--- config.mk ---
export PLATFORM = sky130hd
export DESIGN_NAME = double_ended_queue_with_remove
export DESIGN_NICKNAME = d
export VERILOG_FILES = /design/src/rtl/core/deq_pkg.sv /design/src/rtl/core/deq_mem.sv /design/src/rtl/core/double_ended_queue_with_remove.sv
export VERILOG_INCLUDE_DIRS = /design/src /design/src/rtl/core
export SDC_FILE = /design/constraint.sdc
export NUM_CORES = 1
export LEC_CHECK = 0
export BUFFER_PORTS_ARGS = -buffer_cell sky130_fd_sc_hd__buf_2
export CAP_MARGIN = 15
export CORE_UTILIZATION = 44
export CTS_CLUSTER_DIAMETER = 50
export DETAILED_ROUTE_END_ITERATION = 10
export PLACE_DENSITY = 0.74
export SYNTH_ARGS = -nofsm -noshare
export SYNTH_HDL_FRONTEND = slang
export SYNTH_SLANG_ARGS = --single-unit
--- constraint.sdc ---
create_clock -name clk -period 4.75 [get_ports clk]
set_clock_uncertainty 0.2 [all_clocks]
set_input_delay 0.2375 -clock clk [delete_from_list [all_inputs] [get_ports clk]]
set_output_delay 0.2375 -clock clk [all_outputs]
set_load 0.02 [all_outputs]
--- src/rtl/core/double_ended_queue_with_remove_macros.svh ---
// assertion macros for the double-ended queue rtl
`ifndef DOUBLE_ENDED_QUEUE_WITH_REMOVE_MACROS_SVH
`define DOUBLE_ENDED_QUEUE_WITH_REMOVE_MACROS_SVH

// same-cycle implication, checked while out of reset
`define DEQ_ASSERT_NOW(lbl, ante, cons, msg) \
  lbl: assert property (@(posedge clk) disable iff (!rst_n) (ante) |-> (cons)) \
    else $error(msg);

// next-cycle implication, checked while out of reset
`define DEQ_ASSERT_NEXT(lbl, ante, cons, msg) \
  lbl: assert property (@(posedge clk) disable iff (!rst_n) (ante) |=> (cons)) \
    else $error(msg);

`endif

--- src/rtl/core/deq_pkg.sv ---
// package with types and constants of the double-ended queue
package deq_pkg;

  localparam int DEQ_DEPTH  = 16;
  localparam int DEQ_DATA_W = 32;

  // request codes
  typedef enum logic [2:0] {
    REQ_PUSH_FRONT = 3'd0,
    REQ_PUSH_BACK  = 3'd1,
    REQ_POP_FRONT  = 3'd2,
    REQ_POP_BACK   = 3'd3,
    REQ_PEEK_FRONT = 3'd4,
    REQ_PEEK_BACK  = 3'd5,
    REQ_REMOVE     = 3'd6,
    REQ_CLEAR      = 3'd7
  } req_type_t;

  // result status codes
  typedef enum logic [1:0] {
    STS_OK    = 2'd0,
    STS_EMPTY = 2'd1,
    STS_FULL  = 2'd2
  } status_t;

  // control sequencer states
  typedef enum logic [1:0] {
    FSM_IDLE,
    FSM_READ,
    FSM_SCAN
  } fsm_t;

  typedef struct packed {
    logic [2:0]  req_type;
    logic [31:0] item_value;
  } in_beat_t;

  typedef struct packed {
    logic [31:0] read_value;
    logic [1:0]  status;
    logic [4:0]  entry_count;
    logic [4:0]  removed_count;
    logic        is_empty;
  } out_beat_t;

endpackage

--- src/rtl/core/deq_mem.sv ---
// entry store: one write port, one read port with registered read data
module deq_mem #(
  parameter int DEPTH  = 16,
  parameter int DATA_W = 32,
  parameter int AW     = 4
) (
  input  logic              clk,
  input  logic              we,
  input  logic [AW-1:0]     waddr,
  input  logic [DATA_W-1:0] wdata,
  input  logic              re,
  input  logic [AW-1:0]     raddr,
  output logic [DATA_W-1:0] rdata
);

  logic [DATA_W-1:0] mem [DEPTH];

  // write port
  always_ff @(posedge clk) begin
    if (we) begin
      mem[waddr] <= wdata;
    end
  end

  // read port, registered read data
  always_ff @(posedge clk) begin
    if (re) begin
      rdata <= mem[raddr];
    end
  end

endmodule

--- src/rtl/core/double_ended_queue_with_remove.sv ---
// double-ended queue top level: sequencer, ring indices, output register
//
//   channel | ports                    | direction | beat
//   --------+--------------------------+-----------+---------------------------
//   in      | in_valid in_stall in_beat | in        | request (type, value)
//   out     | out_valid out_stall out_beat | out    | result (value, status, counts)
//   cfg     | cfg_we cfg_wdata         | in        | empty read value
//
// push, clear and requests on an empty queue: result registered straight from idle
// pop and peek: result registered in the read state, from the read data of the entry store
// remove-equal: one stored entry read, then moved or dropped, per cycle
// synchronous reset empties the queue and zeroes the empty read value
// a new request is taken only in idle and when the output register is free or draining
`include "double_ended_queue_with_remove_macros.svh"

module double_ended_queue_with_remove
  import deq_pkg::*;
#(
  parameter int DEPTH  = DEQ_DEPTH,
  parameter int DATA_W = DEQ_DATA_W
) (
  input  logic        clk,
  input  logic        rst_n,
  input  logic        in_valid,
  output logic        in_stall,
  input  in_beat_t    in_beat,
  output logic        out_valid,
  input  logic        out_stall,
  output out_beat_t   out_beat,
  input  logic        cfg_we,
  input  logic [31:0] cfg_wdata
);

  localparam int AW = (DEPTH > 1) ? $clog2(DEPTH) : 1;
  localparam int CW = $clog2(DEPTH + 1);

  fsm_t              state_r, state_nxt;
  logic [AW-1:0]     front_r, front_nxt;
  logic [CW-1:0]     count_r, count_nxt;
  logic [CW-1:0]     rd_i_r, rd_i_nxt;
  logic [CW-1:0]     kept_r, kept_nxt;
  logic [CW-1:0]     rmv_r, rmv_nxt;
  logic [DATA_W-1:0] val_r, val_nxt;
  logic [31:0]       erv_r;
  logic              out_valid_r, out_valid_nxt;
  out_beat_t         out_beat_r, out_beat_nxt;
  logic              load_out;
  logic              in_take;

  logic              mem_we;
  logic [AW-1:0]     mem_waddr;
  logic [DATA_W-1:0] mem_wdata;
  logic              mem_re;
  logic [AW-1:0]     mem_raddr;
  logic [DATA_W-1:0] mem_rdata;

  // ring position base + off, off never above DEPTH
  function automatic logic [AW-1:0] ring_pos(input logic [AW-1:0] base,
                                             input logic [CW-1:0] off);
    logic [CW:0] sum;
    sum = (CW+1)'(base) + (CW+1)'(off);
    if (sum >= (CW+1)'(DEPTH)) begin
      sum = sum - (CW+1)'(DEPTH);
    end
    return sum[AW-1:0];
  endfunction

  deq_mem #(
    .DEPTH  (DEPTH),
    .DATA_W (DATA_W),
    .AW     (AW)
  ) u_mem (
    .clk   (clk),
    .we    (mem_we),
    .waddr (mem_waddr),
    .wdata (mem_wdata),
    .re    (mem_re),
    .raddr (mem_raddr),
    .rdata (mem_rdata)
  );

  // handshake
  assign in_stall  = !((state_r == FSM_IDLE) && (!out_valid_r || !out_stall));
  assign in_take   = in_valid && !in_stall;
  assign out_valid = out_valid_r;
  assign out_beat  = out_beat_r;

  // sequencer, index update and store access
  always_comb begin
    state_nxt     = state_r;
    front_nxt     = front_r;
    count_nxt     = count_r;
    rd_i_nxt      = rd_i_r;
    kept_nxt      = kept_r;
    rmv_nxt       = rmv_r;
    val_nxt       = val_r;
    out_valid_nxt = out_valid_r && out_stall;
    out_beat_nxt  = out_beat_r;
    load_out      = 1'b0;
    mem_we        = 1'b0;
    mem_waddr     = '0;
    mem_wdata     = '0;
    mem_re        = 1'b0;
    mem_raddr     = '0;

    unique case (state_r)
      FSM_IDLE: begin
        if (in_take) begin
          val_nxt      = DATA_W'(in_beat.item_value);
          out_beat_nxt = '0;
          unique case (req_type_t'(in_beat.req_type))
            REQ_PUSH_FRONT, REQ_PUSH_BACK: begin
              load_out = 1'b1;
              if (count_r == CW'(DEPTH)) begin
                out_beat_nxt.status = STS_FULL;
              end else begin
                mem_we    = 1'b1;
                mem_wdata = DATA_W'(in_beat.item_value);
                count_nxt = count_r + 1'b1;
                if (req_type_t'(in_beat.req_type) == REQ_PUSH_FRONT) begin
                  front_nxt = (front_r == '0) ? AW'(DEPTH - 1) : front_r - 1'b1;
                  mem_waddr = front_nxt;
                end else begin
                  mem_waddr = ring_pos(front_r, count_r);
                end
              end
            end
            REQ_POP_FRONT, REQ_PEEK_FRONT: begin
              if (count_r == '0) begin
                load_out                = 1'b1;
                out_beat_nxt.read_value = erv_r;
                out_beat_nxt.status     = STS_EMPTY;
              end else begin
                mem_re    = 1'b1;
                mem_raddr = front_r;
                state_nxt = FSM_READ;
                if (req_type_t'(in_beat.req_type) == REQ_POP_FRONT) begin
                  front_nxt = ring_pos(front_r, CW'(1));
                  count_nxt = count_r - 1'b1;
                end
              end
            end
            REQ_POP_BACK, REQ_PEEK_BACK: begin
              if (count_r == '0) begin
                load_out                = 1'b1;
                out_beat_nxt.read_value = erv_r;
                out_beat_nxt.status     = STS_EMPTY;
              end else begin
                mem_re    = 1'b1;
                mem_raddr = ring_pos(front_r, count_r - 1'b1);
                state_nxt = FSM_READ;
                if (req_type_t'(in_beat.req_type) == REQ_POP_BACK) begin
                  count_nxt = count_r - 1'b1;
                end
              end
            end
            REQ_REMOVE: begin
              if (count_r == '0) begin
                load_out = 1'b1;
              end else begin
                // start the compacting walk at the front entry
                mem_re    = 1'b1;
                mem_raddr = front_r;
                rd_i_nxt  = CW'(1);
                kept_nxt  = '0;
                rmv_nxt   = '0;
                state_nxt = FSM_SCAN;
              end
            end
            REQ_CLEAR: begin
              load_out                   = 1'b1;
              out_beat_nxt.removed_count = 5'(count_r);
              count_nxt                  = '0;
            end
            default: begin
              load_out = 1'b1;
            end
          endcase
        end
      end

      FSM_READ: begin
        // entry data is registered by the store read issued in idle
        out_beat_nxt            = '0;
        out_beat_nxt.read_value = 32'(mem_rdata);
        load_out                = 1'b1;
        state_nxt               = FSM_IDLE;
      end

      FSM_SCAN: begin
        // drop matches, move kept entries down toward the front
        if (mem_rdata == val_r) begin
          rmv_nxt = rmv_r + 1'b1;
        end else begin
          mem_we    = 1'b1;
          mem_waddr = ring_pos(front_r, kept_r);
          mem_wdata = mem_rdata;
          kept_nxt  = kept_r + 1'b1;
        end
        if (rd_i_r < count_r) begin
          mem_re    = 1'b1;
          mem_raddr = ring_pos(front_r, rd_i_r);
          rd_i_nxt  = rd_i_r + 1'b1;
        end else begin
          count_nxt                  = kept_nxt;
          out_beat_nxt               = '0;
          out_beat_nxt.removed_count = 5'(rmv_nxt);
          load_out                   = 1'b1;
          state_nxt                  = FSM_IDLE;
        end
      end

      default: begin
        state_nxt = FSM_IDLE;
      end
    endcase

    // counts reported after the request
    if (load_out) begin
      out_valid_nxt            = 1'b1;
      out_beat_nxt.entry_count = 5'(count_nxt);
      out_beat_nxt.is_empty    = (count_nxt == '0);
    end
  end

  // control registers
  always_ff @(posedge clk) begin
    if (!rst_n) begin
      state_r     <= FSM_IDLE;
      front_r     <= '0;
      count_r     <= '0;
      out_valid_r <= 1'b0;
      erv_r       <= '0;
    end else begin
      state_r     <= state_nxt;
      front_r     <= front_nxt;
      count_r     <= count_nxt;
      out_valid_r <= out_valid_nxt;
      if (cfg_we) begin
        erv_r <= cfg_wdata;
      end
    end
  end

  // payload and walk registers
  always_ff @(posedge clk) begin
    rd_i_r     <= rd_i_nxt;
    kept_r     <= kept_nxt;
    rmv_r      <= rmv_nxt;
    val_r      <= val_nxt;
    out_beat_r <= out_beat_nxt;
  end

  // checks
  `DEQ_ASSERT_NOW(a_count_bound, 1'b1, count_r <= CW'(DEPTH), "entry count above depth")
  `DEQ_ASSERT_NOW(a_busy_stall, state_r != FSM_IDLE, in_stall, "request taken while busy")
  `DEQ_ASSERT_NOW(a_scan_tally, state_r == FSM_SCAN, (kept_r + rmv_r + 1'b1) == rd_i_r, "walk tally mismatch")
  `DEQ_ASSERT_NEXT(a_read_done, state_r == FSM_READ, out_valid_r && state_r == FSM_IDLE, "read result not loaded")

endmodule

==> summary.txt, run 1 <==
Critical path
  • Critical path data arrival time: 4240 ps
  • Largest stage delay on the critical path: 610 ps
  • Buffering stage count on the worst path with inverters included: 3
  • Critical path capture point type: register
  • Crit path cell chain: inv_1 > ha_1 > nor3b_1 > nand2_1 > nand2_1 > a2111oi_0 > buf_4 > a21oi_1 > nand2_1 > nor2_4 > buf_4
  • Launching element type of the critical path: register
  • Crit-path slowest cell: nor3b_1
  • Max Fanout on Critical Path: 32
  • Cell seen most often among critical-path stages: nand2_1
  • Class of the most critical setup path: reg2reg
  • Cell family with the largest share of critical-path delay: simple AND/OR/NAND/NOR gates
  • Endpoint required time on the critical path: 4780 ps

Clock tree
  • Clock net sink count: 680
  • Number of buffers created by CTS: 66
  • CTS tree: yes
  • Number of levels the H-tree was split into: 3
  • Max clock buf depth: 3
  • Clk_lat worst skew: 600 ps
  • Clock Root Buffer: clkbuf_16
  • Clock transition at the registers of the reported paths: 60 ps

Die
  • Top-Level Pins: 119
  • Standard-cell rows: 92
  • Die height: 254 µm
  • Std-Cell Core Area: 0.0630 mm²
  • Die ar.: 0.0647 mm²
  • Initial core utilization: 44.5%
  • Floorplan die width: 254 µm

Status
  • Run status: finished, violations left
  • Failing checks: design-rule violations

Route
  • Remaining antenna violation count after routing: 0
  • Total via count in the routed design: 17400
  • Total Routed Length: 71700 µm
  • Residual DRC: 3
  • 1st-pass router iterations: 10
  • Vias per inst: 5.92
  • Final routed wire length divided by cell count: 24.5 µm
  • Initial DRC Count: 2066

Synthesis
  • Synth Area in Compound Gates: 8.75%
  • Flip-flop and latch count after synthesis: 680
  • Most common flop cell mapped by yosys: edfxtp_1
  • Share of synthesized flip-flops with an asynchronous set or reset: 0%
  • Netlist cell types: 59
  • Mux share of post-synthesis cell area: 7.40%
  • Synth Net Count: 1948
  • Post-synthesis instance area: 0.0280 mm²
  • Synth Area in Simple Gates: 6.91%
  • Sequential share of the synthesized area: 71.3%
  • Post-Synth Adder-Cell Area: 1.49%
  • Post-synthesis cell count: 1845
  • Number of enable flip-flop cells after synthesis: 636
  • Synthesized area divided by synthesized cell count: 15.2 µm²
  • Combinational family with the most area after synthesis: compound AO/OA/AOI/OAI gates
  • Number of warning messages in the yosys log: 0
  • Post-synthesis share of cell area spent on xor and xnor gates: 1.84%

Timing
  • Worst slew margin: 26.2%
  • Shortest clock period the worst path allows after layout: 4210 ps
  • Share of the cycle needed by the critical path after routing: 88.6%
  • Final hold violation count: 0
  • Highest achievable clock rate: 238 MHz
  • Hold_ws: 87.9 ps
  • Number of max-slew violations in the final report: 0
  • Slew at the pin closest to its max-slew limit: 1100 ps
  • RSZ-0062 raised after global routing: false
  • Sum of negative setup slack: 0 ps
  • Finish-stage setup viols: 0

Cells and area
  • Share of post-route cells with drive strength above 1: 16.1%
  • Utilization of the core after routing: 51.9%
  • Area taken by multi-input logic gates: 0.00760 mm²
  • Antenna diode count: 0
  • Filler cell count in the final layout: 4956
  • Leading cell types in the layout, fill and taps excluded: 636 x edfxtp_1, 189 x nand2_1, 134 x mux2i_1, 118 x buf_2, 117 x a21oi_1
  • Post-layout instance area: 0.0327 mm²
  • Net count, final: 2140
  • Most common library cell in the layout ignoring fill and taps: edfxtp_1
  • Total area of sequential cells: 0.0200 mm²
  • Area added between synthesis and finish: 16.6%

Global route
  • Largest net degree at the start of global routing: 65
  • Initial antenna violation count: 0
  • Wire length of the first global-routing pass: 106000 µm
  • Number of global-route vias before repair: 17300
  • Total track usage: 22.2%
  • Global route overflow: 0

Power
  • Cell leakage power: 0.0113 µW
  • Maximum ir drop on the vdd rail: 0.226 mV
  • Total Power: 12800 µW
  • Power density of the placed cells: 391 mW/mm²

Flow run
  • Max-capacitance violation count: 0

Place
  • Port-buffer cells: 118
  • Final estimated routing congestion in global placement: 0.911
  • Placed inst area: 0.0299 mm²
  • Detailed placement HPWL: 41500 µm

Worst hold path
  • Type of the most critical hold path: in2reg
==> metrics by stage <==
step	std cells	worst slack, ps
after floorplan	1845	-211
after global placement	2750	665
after global routing	2934	343
after CTS	2934	581
after detailed placement	2750	599
final	2934	540
==> area by class of cell <==
class	count	share of cell area, %
Clock inverter	32	0.942
Multi-Input combinational cell	1031	23.3
Clock buffer	87	5.55
Tap cell	846	3.24
Sequential cell	680	61.2
Timing Repair Buffer	237	5.58
Inverter	21	0.241
==> cell usage after synthesis (3+ instances only) <==
cell type	count	area share, %
edfxtp_1	636	68
nand2_1	189	2.5
buf_4	8	0.21
o21ai_0	24	0.43
a21boi_0	3	0.080
o22ai_1	6	0.13
and2_1	11	0.25
clkbuf_1	67	0.90
nor4_1	9	0.20
or3_1	4	0.089
o211ai_1	4	0.11
nand4_1	5	0.11
nor3_1	14	0.25
inv_1	21	0.28
xor2_1	45	1.4
mux4_2	32	2.6
a22o_1	67	2.1
a31oi_1	39	0.87
dfxtp_1	44	3.1
ha_1	27	1.2
a21oi_1	118	2.1
buf_2	24	0.43
a221oi_1	65	2.0
nand3_1	76	1.4
buf_1	4	0.054
nor2b_1	45	1.0
o31ai_1	4	0.11
xnor2_1	14	0.44
nand2b_1	7	0.16
fa_1	4	0.29
buf_6	9	0.36
mux2i_1	134	4.8
a21o_1	7	0.19
nor2_1	51	0.68
==> kinds of logic (layout without fill, tap and decap cells) <==
| kind of cell | after synthesis | count (layout) |
|---|---|---|
| fa+ha+maj | 31 | 31 |
| xor+xnor | 59 | 59 |
| flops | 680 | 680 |
| buf+inv | 134 | 377 |
| mux | 167 | 167 |
| compound gates | 355 | 355 |
| simple gates | 419 | 419 |
==> per-layer routing <==
metal | up-vias | GRT usage [%] | routed length [µm]
met3 | 159 | 4.05 | 6760
li1 | 7536 | - | -
met1 | 8693 | 28.6 | 28000
met4 | 0 | 8.52 | 2360
met5 | - | 0 | 0
met2 | 990 | 37.2 | 34600
==> registers in the layout, indices dropped and copies added (netlist names) <==
name	count
kept_r	5
val_r	32
front_r	4
u_mem.mem	512
count_r	5
u_mem.rdata	32
out_valid	1
state_r	2
rmv_r	5
erv_r	32
rd_i_r	5
out_beat	45
==> worst reg2reg max path, cell delays in order (launching register included) <==
cell	delay, ps
dfxtp_1	400
inv_1	150
ha_1	260
nor3b_1	610
nand2_1	150
nand2_1	210
a2111oi_0	110
buf_4	180
a21oi_1	470
nand2_1	410
nor2_4	170
buf_4	520
==> power breakdown <==
part | leakage, µW | total [µW] | internal [µW] | switching (µW)
Clock | 0.00104 | 5130 | 2890 | 2240
Combinational | 0.00399 | 878 | 306 | 572
Sequential | 0.00632 | 6760 | 6690 | 67.5
Total | 0.0113 | 12800 | 9890 | 2880
==> final timing paths <==
check                   from                 to  slack, ps  cells past startpoint
setup / recovery  count_r[0]  u_mem.mem[14][21]        540                     11
hold / removal         rst_n          out_valid         90                      2
setup reg to reg  count_r[0]  u_mem.mem[14][21]        540                     11
hold reg to reg   state_r[0]         state_r[0]        310                      2
==> repair_timing <==
item / in CTS / in global routing
hold buffers: 65 / 0
setup buffers: 0 / 0
gates resized for setup: 0 / 0
setup endpoints to repair: 0 / 0
endpoints found under the hold margin: 65 / 0
Power figures use the tool's default switching activity.
==> run 2, diff against run 1 <==
- CORE_ASPECT_RATIO: default -> 0.5
==> run 2 against run 1 <==
Effect of this change:
- the run now ends clean
- flip-flop and latch count unchanged
- non-clock buffer count is 4 lower
- clock power shrank 5.3%
- combinational power rose by 0.5%
==> summary.txt, run 2 (same netlist as run 1, synthesis figures left out) <==
Place
  • Final estimated routing congestion in global placement: 0.919 (+0.89%)
  • Port-buffer cells: 118 (unchanged)
  • Placed inst area: 0.0300 mm² (+0.21%)
  • Worst-case setup slack after placement: 488 ps (-111 ps)
  • Detailed placement HPWL: 41600 µm (+0.17%)

Cells and area
  • Most common library cell in the layout ignoring fill and taps: edfxtp_1
  • Area added between synthesis and finish: 16.2%
  • Net count, final: 2129 (-0.51%)
  • Utilization of the core after routing: 52.5% (+0.61 points)
  • Post-layout instance area: 0.0326 mm² (-0.28%)
  • Leading cell types in the layout, fill and taps excluded: 636 x edfxtp_1, 188 x nand2_1, 134 x mux2i_1, 118 x buf_2, 117 x a21oi_1
  • Largest register by flop count: u_mem.mem
  • Max FFs per register: 512 (unchanged)
  • Filler cell count in the final layout: 4795 (-3.2%)
  • Share of post-route cells with drive strength above 1: 15.6% (-0.53 points)

Power
  • Power density of the placed cells: 384 mW/mm² (-1.8%)
  • Maximum ir drop on the vdd rail: 0.277 mV (+22%)
  • Cell leakage power: 0.0113 µW (-0.57%)

Die
  • Die ar.: 0.0648 mm² (about the same)
  • Standard-cell rows: 64 (-30%)
  • Std-Cell Core Area: 0.0621 mm² (-1.4%)
  • Initial core utilization: 45.2% (+0.65 points)
  • Floorplan die width: 359 µm (+41%)
  • Top-Level Pins: 119 (unchanged)
  • Die height: 180 µm (-29%)

Worst hold path
  • Type of the most critical hold path: in2reg
  • End point of the most critical hold path: state_r[0]
  • Hold Crit Start: rst_n
  • Worst hold path stage count: 2 (unchanged)

Timing
  • Number of max-slew violations in the final report: 0 (unchanged)
  • Shortest clock period the worst path allows after layout: 4340 ps (+132 ps)
  • Final hold violation count: 0 (unchanged)
  • Sum of negative setup slack: 0 ps (unchanged)
  • Slew at the pin closest to its max-slew limit: 1180 ps (+81.0 ps)
  • Share of the cycle needed by the critical path after routing: 91.4% (+2.8 points)
  • Finish-stage setup viols: 0 (unchanged)
  • Minimum setup slack in the final design: 408 ps (-132 ps)
  • Highest achievable clock rate: 230 MHz (-3.0%)
  • Worst slew margin: 21.4% (-4.8 points)
  • RSZ-0062 raised after global routing: false

Critical path
  • Crit-path slowest cell: or4b_1
  • Worst reg2reg path endpoint: u_mem.rdata[2]
  • Launching element type of the critical path: register
  • Beginning of the worst register-to-register path: count_r[1]
  • Crit path cell chain: inv_1 > ha_1 > or4b_1 > nand4b_4 > nor2_1 > a21oi_4 > buf_12 > nor2_4 > buf_4 > a221oi_1 > a31oi_1 > a21oi_1
  • Largest stage delay on the critical path: 650 ps (+40 ps)
  • Class of the most critical setup path: reg2reg
  • Max Fanout on Critical Path: 44 (+38%)
  • Endpoint required time on the critical path: 4900 ps (+120 ps)
  • Critical path data arrival time: 4490 ps (+250 ps)
  • First element of the critical path: count_r[1]
  • Worst r2r path cells: 12 (+1)
  • Critical path capture point type: register
  • Reg-to-reg slack, setup: 410 ps (-130 ps)

Clock tree
  • Max clock buf depth: 3 (unchanged)
  • Number of buffers created by CTS: 59 (-11%)
  • Clock Root Buffer: clkbuf_16
  • Clock transition at the registers of the reported paths: 60 ps (about the same)
  • Post-CTS repair timing setup buffer count: 0 (unchanged)
  • Clk_lat worst skew: 620 ps (+20 ps)
  • Number of levels the H-tree was split into: 2 (-1)
  • Clock net sink count: 680 (unchanged)
  • CTS tree: yes

Status
  • Run status: completed

Route
  • Total Routed Length: 72100 µm (+0.55%)
  • 1st-pass router iterations: 6 (-4)
  • Vias per inst: 5.97 (+0.78%)
  • Remaining antenna violation count after routing: 0 (unchanged)
  • Final routed wire length divided by cell count: 24.9 µm (+1.7%)
  • Initial DRC Count: 2318 (+12%)
  • Total via count in the routed design: 17300 (-0.35%)
  • Residual DRC: 0 (-3)

Global route
  • Largest net degree at the start of global routing: 102 (+57%)
  • Global route overflow: 0 (unchanged)
  • Number of global-route vias before repair: 16800 (-3.1%)
  • Wire length of the first global-routing pass: 106000 µm (-0.36%)
  • Total track usage: 21.8% (-0.35 points)
  • Initial antenna violation count: 3 (+3)

Flow run
  • Max-capacitance violation count: 0 (unchanged)
run 2: layout make-up:
class	count	area (µm²)	area share (%)
diodes	1	2.50	0.00768
repair buffers	233	1890	5.81
clock buffers	74	1580	4.86
inverters	21	78.8	0.242
well taps	825	1030	3.17
clock inverters	36	383	1.18
multi-input cells	1031	7620	23.4
flip-flops and latches	680	20000	61.3
run 2: worst max-delay path: cells and delay by family (launching register included):
kind	cells	cell delay, ps
buffers and inverters	3	720
adder cells (fa/ha/maj)	1	260
flip-flops	1	400
AO/OA/AOI/OAI	4	1380
AND/OR/NAND/NOR	4	1110
run 2: worst max-delay path by stage:
stage | endpoint | slack, ps | cells past startpoint
6_report | u_mem.rdata[2] | 410 | 12
4_1_cts | u_mem.rdata[2] | 440 | 12
3_5_place_dp | u_mem.rdata[2] | 490 | 12
3_3_place_gp | u_mem.rdata[2] | 570 | 12
2_1_floorplan | u_mem.mem[5][0] | -210 | 8
5_1_grt | u_mem.rdata[2] | 250 | 12
run 2: timing repair:
item                                   in CTS  in global routing
endpoints found under the hold margin      65                  0
resized for setup                           0                  0
hold buffers                               65                  0
run 2: layer usage:
| metal | part of all wire [%] | wire length [µm] | track usage [%] |
|---|---|---|---|
| met2 | 46 | 32900 | 33.8 |
| met5 | 0.032 | 23 | 0 |
| met4 | 4.0 | 2880 | 8.82 |
| met3 | 11 | 8010 | 4.84 |
| met1 | 39 | 28300 | 30.0 |
run 2: power breakdown:
part / total, µW / leakage (µW) / internal [µW] / switching [µW]
sequential: 6760 / 0.00632 / 6690 / 72.4
combinational: 882 / 0.00400 / 309 / 573
clock: 4860 / 0.000962 / 2710 / 2150
run 2: stage by stage:
stage	instances	hold slack, ps	total power, µW
final	2901	89.7	12500
after CTS	2900	65.9	12500
after floorplan	1845	136	7380
after global placement	2725	237	7690
after global routing	2901	94.5	12900
after detailed placement	2725	237	7710
